### config.mk
export PLATFORM = sky130hd
export DESIGN_NAME = differential_drive_speed_mixer_unit_flat
export DESIGN_NICKNAME = d
export VERILOG_FILES = /design/src/hdl/dds_pkg.sv /design/src/hdl/dds_cmd_if.sv /design/src/hdl/dds_res_if.sv /design/src/hdl/differential_drive_speed_mixer_unit.sv /design/src/hdl/dds_prep.sv /design/src/hdl/dds_update.sv /design/src/flat_wrapper.sv
export SDC_FILE = /design/constraint.sdc
export NUM_CORES = 1
export LEC_CHECK = 0
export BUFFER_PORTS_ARGS = -buffer_cell sky130_fd_sc_hd__buf_2
export CORE_MARGIN = 2
export CORE_UTILIZATION = 57
export CTS_CLUSTER_SIZE = 20
export DETAILED_ROUTE_END_ITERATION = 12
export PLACE_DENSITY = 0.79
export SYNTH_ARGS = -nofsm -noshare
export SYNTH_HDL_FRONTEND = slang
export SYNTH_SLANG_ARGS = --single-unit
### constraint.sdc
create_clock -name clk -period 7.1 [get_ports clk]
set_input_delay 1.42 -clock clk [delete_from_list [all_inputs] [get_ports clk]]
set_output_delay 1.42 -clock clk [all_outputs]
set_load 0.005 [all_outputs]
### src/hdl/dds_pkg.sv
// ----------------------------------------------------------------------------
// dds_pkg
// Shared types and constants for the differential drive speed mixer.
// ----------------------------------------------------------------------------
`default_nettype none

package dds_pkg;

  localparam int unsigned FULL_SCALE = 100;
  localparam int unsigned SPEED_STEP = 10;
  localparam int unsigned SLOW_FLOOR = 20;

  // reciprocal of 100 as 5243 / 2^19, exact for products up to 100 * 100
  localparam int unsigned RECIP_MUL   = 5243;
  localparam int unsigned RECIP_SHIFT = 19;

  localparam logic [6:0] MIN_DRIVE_RESET = 7'd40;
  localparam logic [6:0] SPIN_RESET      = 7'd50;

  // configuration register indexes
  typedef enum logic [0:0] {
    REG_MIN_DRIVE = 1'b0,
    REG_SPIN      = 1'b1
  } reg_idx_t;

  // command codes
  typedef enum logic [2:0] {
    KIND_FORWARD   = 3'd0,
    KIND_BACKWARD  = 3'd1,
    KIND_TURN      = 3'd2,
    KIND_STOP      = 3'd3,
    KIND_SPEED_UP  = 3'd4,
    KIND_SLOW_DOWN = 3'd5
  } kind_t;

  // decoded command held in the input register
  typedef struct packed {
    logic [2:0]  kind;
    logic [6:0]  outer;     // clamped drive speed
    logic [13:0] inner_prod; // outer * (100 - |rate|)
    logic        rate_neg;
    logic        rate_pos;
    logic        dir_neg;
    logic        dir_pos;
    logic [6:0]  spin;      // spin speed capped to full scale
  } prep_t;

endpackage : dds_pkg

`default_nettype wire

### src/hdl/dds_cmd_if.sv
// ----------------------------------------------------------------------------
// dds_cmd_if
// Drive command channel: valid, ready and the command word.
// ----------------------------------------------------------------------------
`default_nettype none

interface dds_cmd_if;
  logic              valid;
  logic              ready;
  logic [2:0]        kind;
  logic signed [7:0] turn_rate;
  logic [7:0]        speed;
  logic signed [9:0] turn_direction;

  modport source (output valid, kind, turn_rate, speed, turn_direction, input ready);
  modport sink   (input valid, kind, turn_rate, speed, turn_direction, output ready);
endinterface : dds_cmd_if

`default_nettype wire

### src/hdl/dds_res_if.sv
// ----------------------------------------------------------------------------
// dds_res_if
// Wheel speed result channel: valid, ready and the result word.
// ----------------------------------------------------------------------------
`default_nettype none

interface dds_res_if;
  logic              valid;
  logic              ready;
  logic signed [7:0] left_speed;
  logic signed [7:0] right_speed;
  logic              applied;

  modport source (output valid, left_speed, right_speed, applied, input ready);
  modport sink   (input valid, left_speed, right_speed, applied, output ready);
endinterface : dds_res_if

`default_nettype wire

### src/hdl/differential_drive_speed_mixer_unit.sv
// ----------------------------------------------------------------------------
// differential_drive_speed_mixer_unit
// Keeps left and right wheel speed commands and updates them per drive word.
// ----------------------------------------------------------------------------
// path: the input register holds a command word, the wheel levels its result
// throughput: one command word per cycle while results are taken; the input
//   and result registers decouple the channels, with the wheel levels updated
//   as a word leaves the input register
// reset: wheel levels go to zero, minimum drive speed to 40, spin speed to 50
`default_nettype none

module differential_drive_speed_mixer_unit
  import dds_pkg::*;
(
  input  logic       clk,
  input  logic       rst,
  dds_cmd_if.sink    cmd,
  dds_res_if.source  res,
  input  logic       cfg_we,
  input  logic [0:0] cfg_index,
  input  logic [6:0] cfg_data
);

  logic [6:0]        min_drive_speed;
  logic [6:0]        spin_speed;
  prep_t             prep_in;
  prep_t             prep_q;
  logic              in_valid;
  logic              out_valid;
  logic              advance;
  logic signed [7:0] left_level;
  logic signed [7:0] right_level;
  logic signed [7:0] left_next;
  logic signed [7:0] right_next;
  logic              applied;
  logic              applied_next;

  // configuration registers
  always_ff @(posedge clk) begin
    if (rst) begin
      min_drive_speed <= MIN_DRIVE_RESET;
      spin_speed      <= SPIN_RESET;
    end else if (cfg_we) begin
      unique case (reg_idx_t'(cfg_index))
        REG_MIN_DRIVE: min_drive_speed <= cfg_data;
        REG_SPIN:      spin_speed      <= cfg_data;
        default:       min_drive_speed <= min_drive_speed;
      endcase
    end
  end

  dds_prep u_prep (
    .kind            (cmd.kind),
    .turn_rate       (cmd.turn_rate),
    .speed           (cmd.speed),
    .turn_direction  (cmd.turn_direction),
    .min_drive_speed (min_drive_speed),
    .spin_speed      (spin_speed),
    .prep            (prep_in)
  );

  // handshake control
  assign advance   = in_valid && (!out_valid || res.ready);
  assign cmd.ready = !in_valid || advance;

  // input register
  always_ff @(posedge clk) begin
    if (rst) begin
      in_valid <= 1'b0;
    end else if (cmd.valid && cmd.ready) begin
      in_valid <= 1'b1;
    end else if (advance) begin
      in_valid <= 1'b0;
    end
  end

  always_ff @(posedge clk) begin
    if (cmd.valid && cmd.ready) begin
      prep_q <= prep_in;
    end
  end

  dds_update u_update (
    .prep         (prep_q),
    .left_level   (left_level),
    .right_level  (right_level),
    .left_next    (left_next),
    .right_next   (right_next),
    .applied_next (applied_next)
  );

  // wheel levels double as the result register
  always_ff @(posedge clk) begin
    if (rst) begin
      left_level  <= 8'sd0;
      right_level <= 8'sd0;
      out_valid   <= 1'b0;
    end else if (advance) begin
      left_level  <= left_next;
      right_level <= right_next;
      out_valid   <= 1'b1;
    end else if (res.ready) begin
      out_valid <= 1'b0;
    end
  end

  always_ff @(posedge clk) begin
    if (advance) begin
      applied <= applied_next;
    end
  end

  assign res.valid       = out_valid;
  assign res.left_speed  = left_level;
  assign res.right_speed = right_level;
  assign res.applied     = applied;

  // wheel levels stay within full scale
  a_level_range: assert property (@(posedge clk) disable iff (rst)
    (left_level >= -8'sd100) && (left_level <= 8'sd100) &&
    (right_level >= -8'sd100) && (right_level <= 8'sd100))
    else $error("wheel level out of range");

  // a full input register with a stalled result blocks new words
  a_stall_blocks: assert property (@(posedge clk) disable iff (rst)
    (in_valid && out_valid && !res.ready) |-> !cmd.ready)
    else $error("command taken while pipeline stalled");

  // a stop word always leaves both wheels at zero and reports applied
  a_stop_zero: assert property (@(posedge clk) disable iff (rst)
    (advance && prep_q.kind == KIND_STOP) |=>
      (left_level == 8'sd0 && right_level == 8'sd0 && applied))
    else $error("stop did not zero wheels");

  // a refused word leaves the wheel levels unchanged
  a_refused_hold: assert property (@(posedge clk) disable iff (rst)
    (advance && !applied_next) |=> (left_level == $past(left_level) &&
      right_level == $past(right_level)))
    else $error("refused word changed wheel levels");

endmodule : differential_drive_speed_mixer_unit

`default_nettype wire

### src/hdl/dds_prep.sv
// ----------------------------------------------------------------------------
// dds_prep
// Clamps the incoming command fields and forms the inner wheel product.
// ----------------------------------------------------------------------------
`default_nettype none

module dds_prep
  import dds_pkg::*;
(
  input  logic [2:0]        kind,
  input  logic signed [7:0] turn_rate,
  input  logic [7:0]        speed,
  input  logic signed [9:0] turn_direction,
  input  logic [6:0]        min_drive_speed,
  input  logic [6:0]        spin_speed,
  output prep_t             prep
);

  localparam logic [6:0] FULL7 = 7'(FULL_SCALE);

  logic [6:0] min_cap;
  logic [6:0] spd_cap;
  logic [6:0] outer;
  logic [6:0] rate_mag;
  logic [6:0] factor;

  // clamp speed and raise small nonzero values to the minimum
  always_comb begin
    min_cap = (min_drive_speed > FULL7) ? FULL7 : min_drive_speed;
    spd_cap = (speed > 8'(FULL_SCALE)) ? FULL7 : speed[6:0];
    outer   = (spd_cap != 7'd0 && spd_cap < min_cap) ? min_cap : spd_cap;
  end

  // steering magnitude clamped to full scale
  always_comb begin
    if (turn_rate < -8'sd100 || turn_rate > 8'sd100) begin
      rate_mag = FULL7;
    end else if (turn_rate < 8'sd0) begin
      rate_mag = 7'(-turn_rate);
    end else begin
      rate_mag = turn_rate[6:0];
    end
    factor = FULL7 - rate_mag;
  end

  always_comb begin
    prep.kind       = kind;
    prep.outer      = outer;
    prep.inner_prod = 14'(outer) * 14'(factor);
    prep.rate_neg   = turn_rate[7];
    prep.rate_pos   = !turn_rate[7] && (turn_rate != 8'sd0);
    prep.dir_neg    = turn_direction[9];
    prep.dir_pos    = !turn_direction[9] && (turn_direction != 10'sd0);
    prep.spin       = (spin_speed > FULL7) ? FULL7 : spin_speed;
  end

endmodule : dds_prep

`default_nettype wire

### src/hdl/dds_update.sv
// ----------------------------------------------------------------------------
// dds_update
// Computes the next wheel levels and the applied flag for one command.
// ----------------------------------------------------------------------------
`default_nettype none

module dds_update
  import dds_pkg::*;
(
  input  prep_t             prep,
  input  logic signed [7:0] left_level,
  input  logic signed [7:0] right_level,
  output logic signed [7:0] left_next,
  output logic signed [7:0] right_next,
  output logic              applied_next
);

  localparam logic signed [7:0] FULL8  = 8'(FULL_SCALE);
  localparam logic signed [7:0] STEP8  = 8'(SPEED_STEP);
  localparam logic signed [7:0] FLOOR8 = 8'(SLOW_FLOOR);

  logic [26:0]       quot_prod;
  logic [6:0]        inner;
  logic signed [7:0] drv_l;
  logic signed [7:0] drv_r;
  logic signed [7:0] spin_s;
  logic signed [7:0] up_val;
  logic              levels_eq;

  // divide the inner product by 100 through the reciprocal
  always_comb begin
    quot_prod = 27'(prep.inner_prod) * 27'(RECIP_MUL);
    inner     = quot_prod[RECIP_SHIFT +: 7];
    drv_l     = {1'b0, (prep.rate_neg ? inner : prep.outer)};
    drv_r     = {1'b0, (prep.rate_pos ? inner : prep.outer)};
    spin_s    = {1'b0, prep.spin};
    levels_eq = (left_level == right_level);
    up_val    = (left_level + STEP8 > FULL8) ? FULL8 : left_level + STEP8;
  end

  // command decode
  always_comb begin
    left_next    = left_level;
    right_next   = right_level;
    applied_next = 1'b0;
    unique case (prep.kind)
      KIND_FORWARD: begin
        left_next    = drv_l;
        right_next   = drv_r;
        applied_next = 1'b1;
      end
      KIND_BACKWARD: begin
        left_next    = -drv_l;
        right_next   = -drv_r;
        applied_next = 1'b1;
      end
      KIND_TURN: begin
        if (prep.dir_neg) begin
          left_next    = -spin_s;
          right_next   = spin_s;
          applied_next = 1'b1;
        end else if (prep.dir_pos) begin
          left_next    = spin_s;
          right_next   = -spin_s;
          applied_next = 1'b1;
        end
      end
      KIND_STOP: begin
        left_next    = 8'sd0;
        right_next   = 8'sd0;
        applied_next = 1'b1;
      end
      KIND_SPEED_UP: begin
        if (levels_eq && left_level > 8'sd0 && left_level < FULL8) begin
          left_next    = up_val;
          right_next   = up_val;
          applied_next = 1'b1;
        end
      end
      KIND_SLOW_DOWN: begin
        if (levels_eq && left_level >= FLOOR8) begin
          left_next    = left_level - STEP8;
          right_next   = right_level - STEP8;
          applied_next = 1'b1;
        end
      end
      default: begin
        applied_next = 1'b0;
      end
    endcase
  end

endmodule : dds_update

`default_nettype wire
### src/flat_wrapper.sv
// flat-port wrapper written by rule: the top's interface ports become plain ports
module differential_drive_speed_mixer_unit_flat import dds_pkg::*;
  (clk, rst, cfg_we, cfg_index, cfg_data, cmd_valid, cmd_kind, cmd_turn_rate, cmd_speed, cmd_turn_direction, cmd_ready, res_valid, res_left_speed, res_right_speed, res_applied, res_ready);
  dds_cmd_if cmd_i ();
  dds_res_if res_i ();
  input  logic clk;
  input  logic rst;
  input  logic cfg_we;
  input  logic [0:0] cfg_index;
  input  logic [6:0] cfg_data;
  input wire logic [$bits(cmd_i.valid)-1:0] cmd_valid;
  input wire logic [$bits(cmd_i.kind)-1:0] cmd_kind;
  input wire logic [$bits(cmd_i.turn_rate)-1:0] cmd_turn_rate;
  input wire logic [$bits(cmd_i.speed)-1:0] cmd_speed;
  input wire logic [$bits(cmd_i.turn_direction)-1:0] cmd_turn_direction;
  output wire logic [$bits(cmd_i.ready)-1:0] cmd_ready;
  output wire logic [$bits(res_i.valid)-1:0] res_valid;
  output wire logic [$bits(res_i.left_speed)-1:0] res_left_speed;
  output wire logic [$bits(res_i.right_speed)-1:0] res_right_speed;
  output wire logic [$bits(res_i.applied)-1:0] res_applied;
  input wire logic [$bits(res_i.ready)-1:0] res_ready;
  assign cmd_i.valid = cmd_valid;
  assign cmd_i.kind = cmd_kind;
  assign cmd_i.turn_rate = cmd_turn_rate;
  assign cmd_i.speed = cmd_speed;
  assign cmd_i.turn_direction = cmd_turn_direction;
  assign cmd_ready = cmd_i.ready;
  assign res_valid = res_i.valid;
  assign res_left_speed = res_i.left_speed;
  assign res_right_speed = res_i.right_speed;
  assign res_applied = res_i.applied;
  assign res_i.ready = res_ready;
  differential_drive_speed_mixer_unit u_core (.clk(clk), .rst(rst), .cmd(cmd_i), .res(res_i), .cfg_we(cfg_we), .cfg_index(cfg_index), .cfg_data(cfg_data));
endmodule
After elaboration in Yosys (flattened, before gate mapping):

Cells that the tools add are included.

* RAM bits: 0
* logic and storage cells: 98
* output and inout port bits: 19
* input port bits: 42
* latch bits: 0
* memories kept: 0
* ROM bits: 0
* flip-flop bits (word level): 68

* $lt $le $gt $ge: 11
* reductions and logical operators: 26
* div/mod/pow operators: 0
* shift-type cells: 0
* bitwise gates (word level): 1
* eq/ne operators: 9
* add/subtract/negate cells: 8
* multipliers: 2
* mux-type cells: 26

Operators with widths (count)
* $pmux W8 S6: 2
* $mux W8: 8
* $mux W7: 7
* $mul A14 B13 Y26 const B: 1
* $neg A7 Y8: 3
* $gt A8 B8 Y1 const B: 2
* $lt A8 B8 Y1 const B: 2
* $sub A8 B5 Y8 const B: 2
* $gt A7 B7 Y1 const B: 2
* $mul A7 B7 Y14: 1
* $reduce_bool A10 Y1: 1
* $add A8 B5 Y8 const B: 1
* $eq A8 B8 Y1: 1
* $ge A8 B6 Y1 const B: 1
* $gt A8 B1 Y1 const B: 1
* $gt A8 B7 Y1 const B: 1
* $logic_and A1 B1 Y1: 8
* $lt A8 B1 Y1 const B: 1
* $mux W1: 8
* $reduce_bool A8 Y1: 1
* $lt A7 B7 Y1: 1
* $neg A7 Y7: 1
* $reduce_bool A7 Y1: 1
* $sub A7 B7 Y7 const A: 1
* other kinds (15): 25

Longest topological paths before layout:

Gate-level depths: netlist of the first run.

* depth after elaboration: 6
* gate-level depth with buffers: 30
* mapped depth without buffers: 30

Cells and area by module:

From an unflattened synthesis of the first run, not the netlist that was laid out.

* cells, all modules: 1225
* area, all modules: 10595.2 um^2

By module, submodules not included
* dds_update: seq. area each 0.0 um^2, times used 1, cells each 711, area each 5517.8 um^2
* dds_prep: seq. area each 0.0 um^2, times used 1, cells each 339, area each 2673.8 um^2
* differential_drive_speed_mixer_unit: seq. area each 1721.7 um^2, times used 1, cells each 175, area each 2403.6 um^2

Worst setup path after synthesis of the first run:

No wires, ideal clock.

* kind: input to register
* start point: input port cmd_speed[1]
* end point: register u_core.prep_q[24] (netlist bit), data pin
* slack: -401 ps
* data arrival time: 7235 ps
* stages on the path: 27
* setup time: 266 ps
* path through: o21ai_0 a21oi_1 nor2_1 nand2_1 inv_1 ha_1 maj3_1 a21o_1 a21oi_1 o21a_1 buf_2 mux2_2 or2_2 fa_1 fa_1 inv_1 fa_1 inv_1 fa_1 inv_1 ha_1 a21oi_1 nor2b_1 o21a_1 o31a_1 o41ai_1 xnor2_1

RTL lines
* start: declaration: RTL line flat_wrapper.sv:14 `input wire logic [$bits(cmd_i.speed)-1:0] cmd_speed;`
* end signal: assignment: RTL line differential_drive_speed_mixer_unit.sv:79 `prep_q <= prep_in;`
* end: declaration: RTL line differential_drive_speed_mixer_unit.sv:27 `prep_t prep_q;`

==> PnR_summary.wiki, run 1 <==
{| class="wikitable"
! Metric !! Value
|-
| Result of the run || complete, no violations
|-
| Number of nets in the layout || between 1k and 1.5k
|-
| Diode insertion count for antenna repair || 0
|-
| Fraction of the cycle the final worst path needs || 97.73%
|-
| Final Worst Setup Slack || 161.1 ps
|-
| Worst Path Max Fanout || 2
|-
| Vias in the first global route || 8179
|-
| Count of final max-slew check failures || 0
|-
| Worst-case clock buffer depth || 2
|-
| Clock transition at path regs || 60 ps
|-
| Clock tree from TritonCTS || done
|-
| Pre-CTS WS || -322.2 ps
|-
| Largest clock skew in the final design || slightly above 9 ps
|-
| Leading register cell type out of synthesis || sky130_fd_sc_hd__edfxtp_1
|-
| CTS HTree Levels || 3
|-
| Initial DRC Count || 529
|-
| Worst Tran Pin Value || 840.3 ps
|-
| Via Count || 8058
|-
| Worst Path Arrival || 7030 ps
|-
| Number of optimization iterations in the first detailed-route pass || 8
|-
| Max stage delay on crit path || 540 ps
|-
| Number of antenna violations at the first check in global routing || 0
|-
| Category of the worst setup path capture point || flip-flop
|-
| Fill cell count || 1292
|-
| GPL Wtd Cong || 1.004
|-
| Number of warning messages in the yosys log || 0
|-
| P&R area growth vs syn || 13.56%
|-
| Mean number of vias per cell || 5.699
|-
| Commonest non-fill, non-tap cells in the layout || sky130_fd_sc_hd__inv_1 (192), sky130_fd_sc_hd__ha_1 (137), sky130_fd_sc_hd__nor2_1 (100), sky130_fd_sc_hd__fa_1 (86), sky130_fd_sc_hd__nand2_1 (69)
|-
| Hold buffer count at cts || 0
|-
| Tightest hold margin || 464.4 ps
|-
| Inserted Clock Buffers || 9
|-
| Type of the worst setup path || input pin to flip-flop
|-
| Share of layout cells above drive strength 1 || 16.50%
|-
| HPWL after detailed placement || approximately 19000 um
|-
| Number of flip-flops and latches in the synthesized netlist || 68
|-
| Biggest area contributors in the synthesized netlist || sky130_fd_sc_hd__ha_1 (18%), sky130_fd_sc_hd__fa_1 (18%), sky130_fd_sc_hd__edfxtp_1 (11%), sky130_fd_sc_hd__inv_1 (7.6%), sky130_fd_sc_hd__dfxtp_1 (6.7%)
|-
| Cell count after placement || ~1.4k
|-
| Final worst path period need || 6939 ps
|-
| Util after Layout || about two thirds
|-
| Yosys cell types || 80
|-
| Maximum number of pins on one net before global-route repair || 36
|-
| Full die area || approximately 18000 um2
|-
| Worst hold path type || flip-flop to flip-flop
|-
| Die boundary height || 134.0 um
|-
| Count of input and output buffers || 60
|-
| Most common cell after layout, fill and taps aside || sky130_fd_sc_hd__inv_1
|-
| Relative slew slack || 43.55%
|-
| Total global routing overflow || 0
|-
| Final Setup Violations || 0
|-
| Latest clock arrival within the worst-skew pair || ~350 ps
|-
| Number of sinks handled by clock tree synthesis || 68
|-
| Synth top area share || 18.07%
|-
| Global-route usage over all layers || 26.71%
|-
| Count of unresolved DRC violations after routing || 0
|-
| Syn_area_per_cell || 8.806 um2
|-
| Wirelength, routed || about 23000 um
|-
| Initial core utilization || roughly 58%
|-
| First-pass GRT wire length || 38540 um
|-
| Final Hold Violating Endpoints || 0
|-
| Instance count of the mapped netlist || approximately 1.1k
|-
| Share of synthesized flip-flops with an asynchronous set or reset || 0%
|-
| Rows || 47
|-
| Critical Path Start Type || input pin
|-
| CTS Root Cell || sky130_fd_sc_hd__clkbuf_16
|-
| Core area || 16520 um2
|-
| Antenna-violating nets left || 0
|-
| Number of max-capacitance violations reported || 0
|-
| Data required time of the worst path || 7190 ps
|-
| Mapped Nets || 1360
|-
| Routed length per placed instance || 16.26 um
|-
| Crit path max-delay cell type || sky130_fd_sc_hd__fa_1
|-
| Number of enable-type register cells in the synthesized netlist || 36
|-
| Maximum achievable frequency || 144.1 MHz
|-
| Post-layout instance count excluding filler cells || around 1.4k
|-
| Floorplan die width || 134.0 um
|-
| Cell Area, Synth || 9625 um2
|-
| Share of the yosys chip area belonging to registers || 17.89%
|-
| I/O pin count || 61
|-
| Cell type with the largest total area after synthesis || sky130_fd_sc_hd__ha_1
|}
[critical path: cells and delay by family]
kind / cells / cell delay [ps]
AOI/OAI and AO/OA: 10 / 1400
xor gates and xnor gates: 1 / 130
adders and majority gates: 7 / 2820
buffers and inverters: 8 / 510
muxes: 1 / 290
and+or+nand+nor: 4 / 440
[repair_timing]
action	4_1_cts	5_1_grt
hold endpoints to repair	0	0
gates resized for setup	0	28
setup endpoints to repair	0	4
buffers inserted	0	4
[cell type report]
| cell class | count | area, um2 | area share [%] |
|---|---|---|---|
| Multi-Input combinational cell | 801 | 7168 | 65.58 |
| Sequential cell | 68 | 1722 | 15.75 |
| Inverter | 197 | 739.5 | 6.765 |
| Timing Repair Buffer | 112 | 720.7 | 6.593 |
| Clock buffer | 12 | 279.0 | 2.553 |
| Tap cell | 220 | 275.3 | 2.518 |
| Clock inverter | 4 | 26.28 | 0.2404 |
[stage by stage]
step	setup TNS (ps)	area, um2
2_1_floorplan	0	9683
3_3_place_gp	-271.6	10500
3_5_place_dp	-765.8	10500
4_1_cts	0	10810
5_1_grt	-104.2	10930
6_report	0	10930
[state kept, by name (all words and copies together), names as in the netlist]
name	cells
u_core.in_valid	1
u_core.res.applied	1
u_core.prep_q	35
u_core.res.right_speed	8
u_core.spin_speed	7
u_core.min_drive_speed	7
u_core.res.valid	1
u_core.res.left_speed	8
[logic make-up after synthesis]
group / share of synthesized area [%]
muxes: 1.768
and+or+nand+nor: 15.70
DFF: 17.89
AOI/OAI and AO/OA: 14.31
xor gates and xnor gates: 5.459
buffers and inverters: 8.813
adders and majority gates: 36.06
[cell usage after synthesis, drive strengths merged, types with 17 or more instances]
master  instances
nand3          18
ha            139
edfxtp         36
a21oi          57
inv           196
clkbuf         22
o21ai          25
xnor2          43
fa             86
nor3           27
dfxtp          32
xor2           17
nor2          107
nand2          70
[worst paths after layout]
| check | startpoint | end | slack, ps | depth (start not counted) |
|---|---|---|---|---|
| max reg2reg | u_core.prep_q[19] | u_core.res.left_speed[1] | 860 | 21 |
| min | u_core.spin_speed[3] | u_core.spin_speed[3] | 460 | 2 |
| min reg2reg | u_core.spin_speed[3] | u_core.spin_speed[3] | 460 | 2 |
| max | cmd_speed[6] | u_core.prep_q[23] | 160 | 31 |
[per-layer routing]
layer / vias to the layer above / share of wire (%) / track usage, %
li1: 3885 / - / -
met1: 3871 / 43 / 33.61
met2: 250 / 49 / 46.70
met3: 52 / 5.7 / 4.346
met4: 0 / 2.4 / 9.102
met5: - / 0 / 0
Power of run 1 is not shown: default switching activity piles up to over one toggle a cycle in this logic, so the estimate is an artifact.
==> run 2, diff against run 1 <==
--- a/config.mk
+++ b/config.mk
@@ -6,11 +6,13 @@
 export NUM_CORES = 1
 export LEC_CHECK = 0
 export BUFFER_PORTS_ARGS = -buffer_cell sky130_fd_sc_hd__buf_2
+export CAP_MARGIN = 20
 export CORE_MARGIN = 2
-export CORE_UTILIZATION = 57
+export CORE_UTILIZATION = 58
 export CTS_CLUSTER_SIZE = 20
 export DETAILED_ROUTE_END_ITERATION = 12
 export PLACE_DENSITY = 0.79
 export SYNTH_ARGS = -nofsm -noshare
 export SYNTH_HDL_FRONTEND = slang
+export SYNTH_HIERARCHICAL = 1
 export SYNTH_SLANG_ARGS = --single-unit
==> PnR_summary.wiki, run 2 <==
{| class="wikitable"
! Metric !! Value
|-
| Most common cell after layout, fill and taps aside || sky130_fd_sc_hd__inv_1
|-
| Critical Path Start Type || input pin
|-
| Hold buffer count at cts || 0
|-
| Antenna-violating nets left || 0
|-
| I/O pin count || 61
|-
| Cell seen most often among critical-path stages || sky130_fd_sc_hd__fa_1
|-
| Wirelength, routed || 27040 um
|-
| Maximum number of pins on one net before global-route repair || 49
|-
| Share of synthesized cell area in full adder, half adder and majority cells || approximately 33%
|-
| Clock tree from TritonCTS || done
|-
| Clock transition at path regs || 60 ps
|-
| Die boundary height || 139.2 um
|-
| Vias in the first global route || 9103
|-
| Number of nets in the layout || 1566
|-
| Worst Path Max Fanout || 7
|-
| Aggregate negative setup slack || 0 ps
|-
| Worst hold path type || flip-flop to flip-flop
|-
| Full die area || 19360 um2
|-
| Type of the worst setup path || input pin to flip-flop
|-
| Cell type with the largest total area after synthesis || sky130_fd_sc_hd__ha_1
|-
| Number of max-capacitance violations reported || 0
|-
| Result of the run || complete, no violations
|-
| Ordered cell list for the critical path || buf_2, or2_2, ha_1, and4_1, nor2b_1, a2111o_1, or3_1, o2bb2ai_1, fa_1, fa_1, inv_1, fa_1, inv_1, fa_1, inv_1, ha_4, nand3_1, o211ai_1, o41ai_2, buf_4, o41ai_4, xnor2_1
|-
| Leading register cell type out of synthesis || sky130_fd_sc_hd__edfxtp_1
|-
| Final Worst Setup Slack || 133.8 ps
|-
| Worst-case clock buffer depth || 2
|-
| Floorplan die width || 139.2 um
|-
| Via Count || 9279
|-
| Fill cell count || 1502
|-
| Core area || 17960 um2
|-
| Pre-CTS WS || -283.1 ps
|-
| Share of synthesized flip-flops with an asynchronous set or reset || 0%
|-
| CTS Root Cell || sky130_fd_sc_hd__clkbuf_16
|-
| Placed instance area || 11370 um2
|-
| Global-route usage over all layers || 27.86%
|-
| Number of antenna violations at the first check in global routing || 0
|-
| Final worst path period need || 6966 ps
|-
| Final Setup Violations || 0
|-
| Cell Area, Synth || 10600 um2
|-
| Most flop-heavy register || u_core/prep_q
|-
| First-pass GRT wire length || 43880 um
|-
| Maximum achievable frequency || 143.6 MHz
|-
| Worst Tran Pin Value || between 1000 and 1500 ps
|-
| P&R area growth vs syn || 10.85%
|-
| Mean number of vias per cell || 6.057
|-
| Combinational family with the most area after synthesis || adder cells
|-
| Total global routing overflow || 0
|-
| Yosys cell types || 94
|-
| CTS HTree Levels || 3
|-
| Gate family responsible for the most delay along the worst path || adder cells
|-
| Initial DRC Count || 769
|-
| Largest register FFs || 35
|-
| Number of optimization iterations in the first detailed-route pass || 5
|-
| Initial core utilization || 58.98%
|-
| Synth top area share || 16.53%
|-
| Number of enable-type register cells in the synthesized netlist || 36
|-
| Largest clock skew in the final design || 16.77 ps
|-
| Area fraction in and, or, nand and nor cells after synthesis || 15.75%
|-
| Count of input and output buffers || 60
|-
| Util after Layout || 65.38%
|-
| Inserted Clock Buffers || 9
|-
| Category of the worst setup path capture point || flip-flop
|-
| Share of layout cells above drive strength 1 || between 10% and 20%
|-
| Count of unresolved DRC violations after routing || 0
|-
| Number of warning messages in the yosys log || 6
|-
| Final Hold Violating Endpoints || 0
|-
| Rows || 49
|-
| Diode insertion count for antenna repair || 0
|-
| Worst Path Arrival || a little over 7000 ps
|-
| Data required time of the worst path || between 7000 and 8000 ps
|-
| Share of the yosys chip area belonging to registers || between 15 and 20%
|-
| Instance count of the mapped netlist || 1225
|-
| Crit path max-delay cell type || sky130_fd_sc_hd__fa_1
|-
| Count of final max-slew check failures || 0
|-
| Max stage delay on crit path || 550 ps
|-
| Number of sinks handled by clock tree synthesis || between 60 and 70
|-
| Synth cell count leaders || sky130_fd_sc_hd__inv_1 (175), sky130_fd_sc_hd__ha_1 (140), sky130_fd_sc_hd__fa_1 (86)
|-
| Routed length per placed instance || 17.65 um
|-
| Multiplexer area fraction after synthesis || under 10%
|-
| HPWL after detailed placement || 21720 um
|-
| Latest clock arrival within the worst-skew pair || 340 ps
|-
| Fraction of the cycle the final worst path needs || 98.12%
|-
| Commonest non-fill, non-tap cells in the layout || sky130_fd_sc_hd__inv_1 (175), sky130_fd_sc_hd__ha_1 (139), sky130_fd_sc_hd__fa_1 (86), sky130_fd_sc_hd__nand2_1 (84), sky130_fd_sc_hd__a21oi_1 (68)
|-
| Cell with the most instances after synthesis || sky130_fd_sc_hd__inv_1
|-
| Post-synthesis compound-gate area fraction || 19.70%
|-
| GPL Wtd Cong || approximately 0.98
|-
| Biggest area contributors in the synthesized netlist || sky130_fd_sc_hd__ha_1 (17%), sky130_fd_sc_hd__fa_1 (16%), sky130_fd_sc_hd__edfxtp_1 (10%), sky130_fd_sc_hd__inv_1 (6.2%), sky130_fd_sc_hd__dfxtp_1 (6.0%)
|-
| Mapped Nets || 1493
|-
| Fraction of synthesized cell area in xor and xnor cells || 3.708%
|-
| Syn_area_per_cell || 8.649 um2
|-
| Relative slew slack || 23.77%
|-
| Number of flip-flops and latches in the synthesized netlist || 68
|-
| Fin area || roughly 12000 um2
|-
| CP Buf/Inv Count || 5
|}
run 2: cell type report:
cell class / count / area [um2] / area share, %
Multi-Input combinational cell: 925 / 8008 / 68.18
Tap cell: 229 / 286.5 / 2.440
Timing Repair Buffer: 117 / 760.7 / 6.477
Sequential cell: 68 / 1722 / 14.66
Clock inverter: 7 / 78.83 / 0.6711
Clock buffer: 9 / 225.2 / 1.918
Inverter: 177 / 664.4 / 5.657
run 2: worst register-to-register path, stage by stage (launching register included):
cell	delay (ps)
sky130_fd_sc_hd__edfxtp_1	540
sky130_fd_sc_hd__inv_1	160
sky130_fd_sc_hd__fa_1	560
sky130_fd_sc_hd__inv_1	40
sky130_fd_sc_hd__ha_1	210
sky130_fd_sc_hd__fa_1	530
sky130_fd_sc_hd__inv_1	50
sky130_fd_sc_hd__fa_1	470
sky130_fd_sc_hd__fa_1	550
sky130_fd_sc_hd__inv_1	40
sky130_fd_sc_hd__ha_1	370
sky130_fd_sc_hd__nand2_1	110
sky130_fd_sc_hd__nor2_1	220
sky130_fd_sc_hd__o211ai_1	160
sky130_fd_sc_hd__a21oi_1	350
sky130_fd_sc_hd__o21a_1	200
sky130_fd_sc_hd__nor2_1	60
sky130_fd_sc_hd__a21boi_0	390
sky130_fd_sc_hd__ha_1	250
sky130_fd_sc_hd__inv_1	50
sky130_fd_sc_hd__nor2_1	130
sky130_fd_sc_hd__a41oi_1	170
sky130_fd_sc_hd__xnor2_1	190
sky130_fd_sc_hd__a221o_1	350
sky130_fd_sc_hd__nand2b_1	80
sky130_fd_sc_hd__mux2i_1	90
run 2: logic make-up (layout without fill, tap and decap cells):
| kind of cell | after synthesis | count (layout) |
|---|---|---|
| compound gates | 294 | 294 |
| buf+inv | 232 | 310 |
| xor+xnor | 44 | 44 |
| fa+ha+maj | 226 | 226 |
| simple gates | 330 | 330 |
| mux | 31 | 31 |
| flops | 68 | 68 |
run 2: path summary, 6_finish.rpt:
path / start / end / slack [ps] / cells past startpoint
worst max-delay path: cmd_speed[6] / u_core/prep_q[24] / 130 / 22
worst min register to register: u_core/min_drive_speed[1] / u_core/min_drive_speed[1] / 470 / 2
worst min-delay path: u_core/min_drive_speed[1] / u_core/min_drive_speed[1] / 470 / 2
worst max register to register: u_core/prep_q[15] / u_core/res.left_speed[6] / 640 / 25
run 2: through the flow:
step | hold slack [ps] | cells
after global placement | 446.9 | 1513
after floorplan | 436.6 | 1225
after global routing | 489.4 | 1532
after detailed placement | 449.1 | 1514
after CTS | 461.2 | 1530
final | 465.8 | 1532
run 2: repair_timing:
| action | in CTS | in global routing |
|---|---|---|
| resized for setup | 0 | 7 |
| setup buffers | 0 | 1 |
| endpoints found under the setup margin | 0 | 5 |
run 2: routing by layer:
layer  GRT usage, %  routed length (um)  up-vias
met3          4.593                1773       69
met4          10.15                 846        0
met2          46.31               12720      368
met1          36.85               11700     4397
li1               -                   -     4445
met5              0                   0        -
Power of run 2 is left out for the same reason.
==> run 3, diff against run 2 <==
==> constraint.sdc (replaced) <==
create_clock -name clk -period 7.1 [get_ports clk]
set_input_delay 0.355 -clock clk [delete_from_list [all_inputs] [get_ports clk]]
set_output_delay 0.355 -clock clk [all_outputs]
set_load 0.005 [all_outputs]
==> PnR_summary.wiki, run 3 (synthesis gave the netlist of run 2 again) <==
{| class="wikitable"
! Metric !! Value
|-
| Worst Path Arrival || approximately 6600 ps
|-
| P&R area growth vs syn || 7.168%
|-
| CTS HTree Levels || 3
|-
| Via Count || ~9.1k
|-
| Result of the run || complete, no violations
|-
| Crit path max-delay cell type || sky130_fd_sc_hd__a2111o_1
|-
| Gate family responsible for the most delay along the worst path || adder cells
|-
| Cell seen most often among critical-path stages || sky130_fd_sc_hd__fa_1
|-
| Max stage delay on crit path || 540 ps
|-
| Routed length per placed instance || 17.34 um
|-
| Hold buffer count at cts || 0
|-
| Worst Tran Pin Value || 1022 ps
|-
| # Post-CTS Setup Buffers || 0
|-
| Number of cells upsized or downsized after cts || 0
|-
| Number of nets in the layout || 1522
|-
| Number of sinks handled by clock tree synthesis || 68
|-
| Number of optimization iterations in the first detailed-route pass || 5
|-
| Aggregate negative setup slack || 0 ps
|-
| Clock tree from TritonCTS || done
|-
| Latest clock arrival within the worst-skew pair || 340 ps
|-
| Final Setup Violations || 0
|-
| CP Buf/Inv Count || 3
|-
| Count of final max-slew check failures || 0
|-
| Setup repair after global routing missed its margin || no
|-
| Number of max-capacitance violations reported || 0
|-
| Global-route usage over all layers || 27.40%
|-
| Count of input and output buffers || 60
|-
| Type of the worst setup path || flip-flop to flip-flop
|-
| GPL Wtd Cong || 1.022
|-
| Critical Path Start Type || flip-flop
|-
| Fraction of the cycle the final worst path needs || 91.65%
|-
| Core area || 17960 um2
|-
| Worst-case clock buffer depth || 2
|-
| Final Hold Violating Endpoints || 0
|-
| Inserted Clock Buffers || 9
|-
| Number of antenna violations at the first check in global routing || 0
|-
| Initial DRC Count || approximately 810
|-
| Worst hold path type || input pin to flip-flop
|-
| Total global routing overflow || 0
|-
| Die boundary height || 139.2 um
|-
| Ordered cell list for the critical path || nand2_1, nand2_1, ha_1, a21o_1, a21o_1, a2111o_1, or3_1, a21o_1, fa_1, fa_1, inv_1, fa_1, inv_1, fa_1, inv_1, ha_1, nand3_1, o211ai_1, o41ai_1, o21ai_0, xnor2_1
|-
| Category of the worst setup path capture point || flip-flop
|-
| Worst Path Max Fanout || 9
|-
| Largest register FFs || 35
|-
| Vias in the first global route || just under 9k
|-
| Tightest hold margin || 204.8 ps
|-
| Antenna-violating nets left || 0
|-
| Largest clock skew in the final design || approximately 13 ps
|-
| Share of layout cells above drive strength 1 || slightly below 10%
|-
| Maximum achievable frequency || approximately 150 MHz
|-
| Data required time of the worst path || 7190 ps
|-
| Final worst path period need || 6507 ps
|-
| Rows || 49
|-
| Count of unresolved DRC violations after routing || 0
|-
| Clock transition at path regs || 60 ps
|-
| Most flop-heavy register || u_core/prep_q
|-
| First-pass GRT wire length || 43570 um
|-
| Util after Layout || 63.21%
|-
| CTS Root Cell || sky130_fd_sc_hd__clkbuf_16
|-
| HPWL after detailed placement || 20940 um
|-
| I/O pin count || 61
|-
| Commonest non-fill, non-tap cells in the layout || sky130_fd_sc_hd__inv_1 (175), sky130_fd_sc_hd__ha_1 (140), sky130_fd_sc_hd__fa_1 (86), sky130_fd_sc_hd__nand2_1 (84), sky130_fd_sc_hd__a21oi_1 (69)
|-
| Full die area || between 15000 and 20000 um2
|-
| Relative slew slack || 31.30%
|-
| Maximum number of pins on one net before global-route repair || between 40 and 50
|-
| Floorplan die width || 139.2 um
|-
| Initial core utilization || between 50 and 60%
|-
| Mean number of vias per cell || 6.089
|-
| Wirelength, routed || 25800 um
|-
| Diode insertion count for antenna repair || 0
|-
| Most common cell after layout, fill and taps aside || sky130_fd_sc_hd__inv_1
|}
==> run 3: cell types whose count changed in the layout (fill, tap and decap cells not counted), moves of 2 or more <==
| cell | previous run | this run |
|---|---|---|
| sky130_fd_sc_hd__buf_4 | 55 | 11 |
| sky130_fd_sc_hd__o41ai_1 | 2 | 4 |
| sky130_fd_sc_hd__or3_1 | 9 | 11 |
| sky130_fd_sc_hd__or3_4 | 2 | 0 |
==> run 3: layout make-up <==
cell class	count	area, um2
inverter	177	664.4
fill	1492	6609
tap	229	286.5
clock buffer	9	225.2
timing repair buffer	73	430.4
clock inverter	7	78.83
multi-input combinational	925	7948
sequential	68	1722
==> run 3: final timing paths <==
| kind | endpoint | slack (ps) | depth (start not counted) | from |
|---|---|---|---|---|
| setup / recovery | u_core/prep_q[22] | 590 | 21 | u_core/min_drive_speed[5] |
| hold / removal | u_core/prep_q[8] | 200 | 1 | cmd_turn_direction[9] |
| setup reg to reg | u_core/prep_q[22] | 590 | 21 | u_core/min_drive_speed[5] |
| hold reg to reg | u_core/min_drive_speed[1] | 460 | 2 | u_core/min_drive_speed[1] |
==> run 3: through the flow <==
step | cells | cell area, um2 | worst slack [ps]
after floorplan | 1225 | 10600 | 883.6
after global placement | 1470 | 11000 | 483.6
after detailed placement | 1471 | 11030 | 391.7
after CTS | 1487 | 11330 | 659.0
after global routing | 1488 | 11350 | 260.9
final | 1488 | 11350 | 592.7
==> run 3: per-layer routing <==
layer / GRT usage, % / part of all wire [%]
met4: 8.453 / 2.3
met5: 0 / 0
met2: 44.85 / 47
met1: 37.87 / 45
met3: 3.902 / 6.4
Power of run 3 is left out for the same reason.
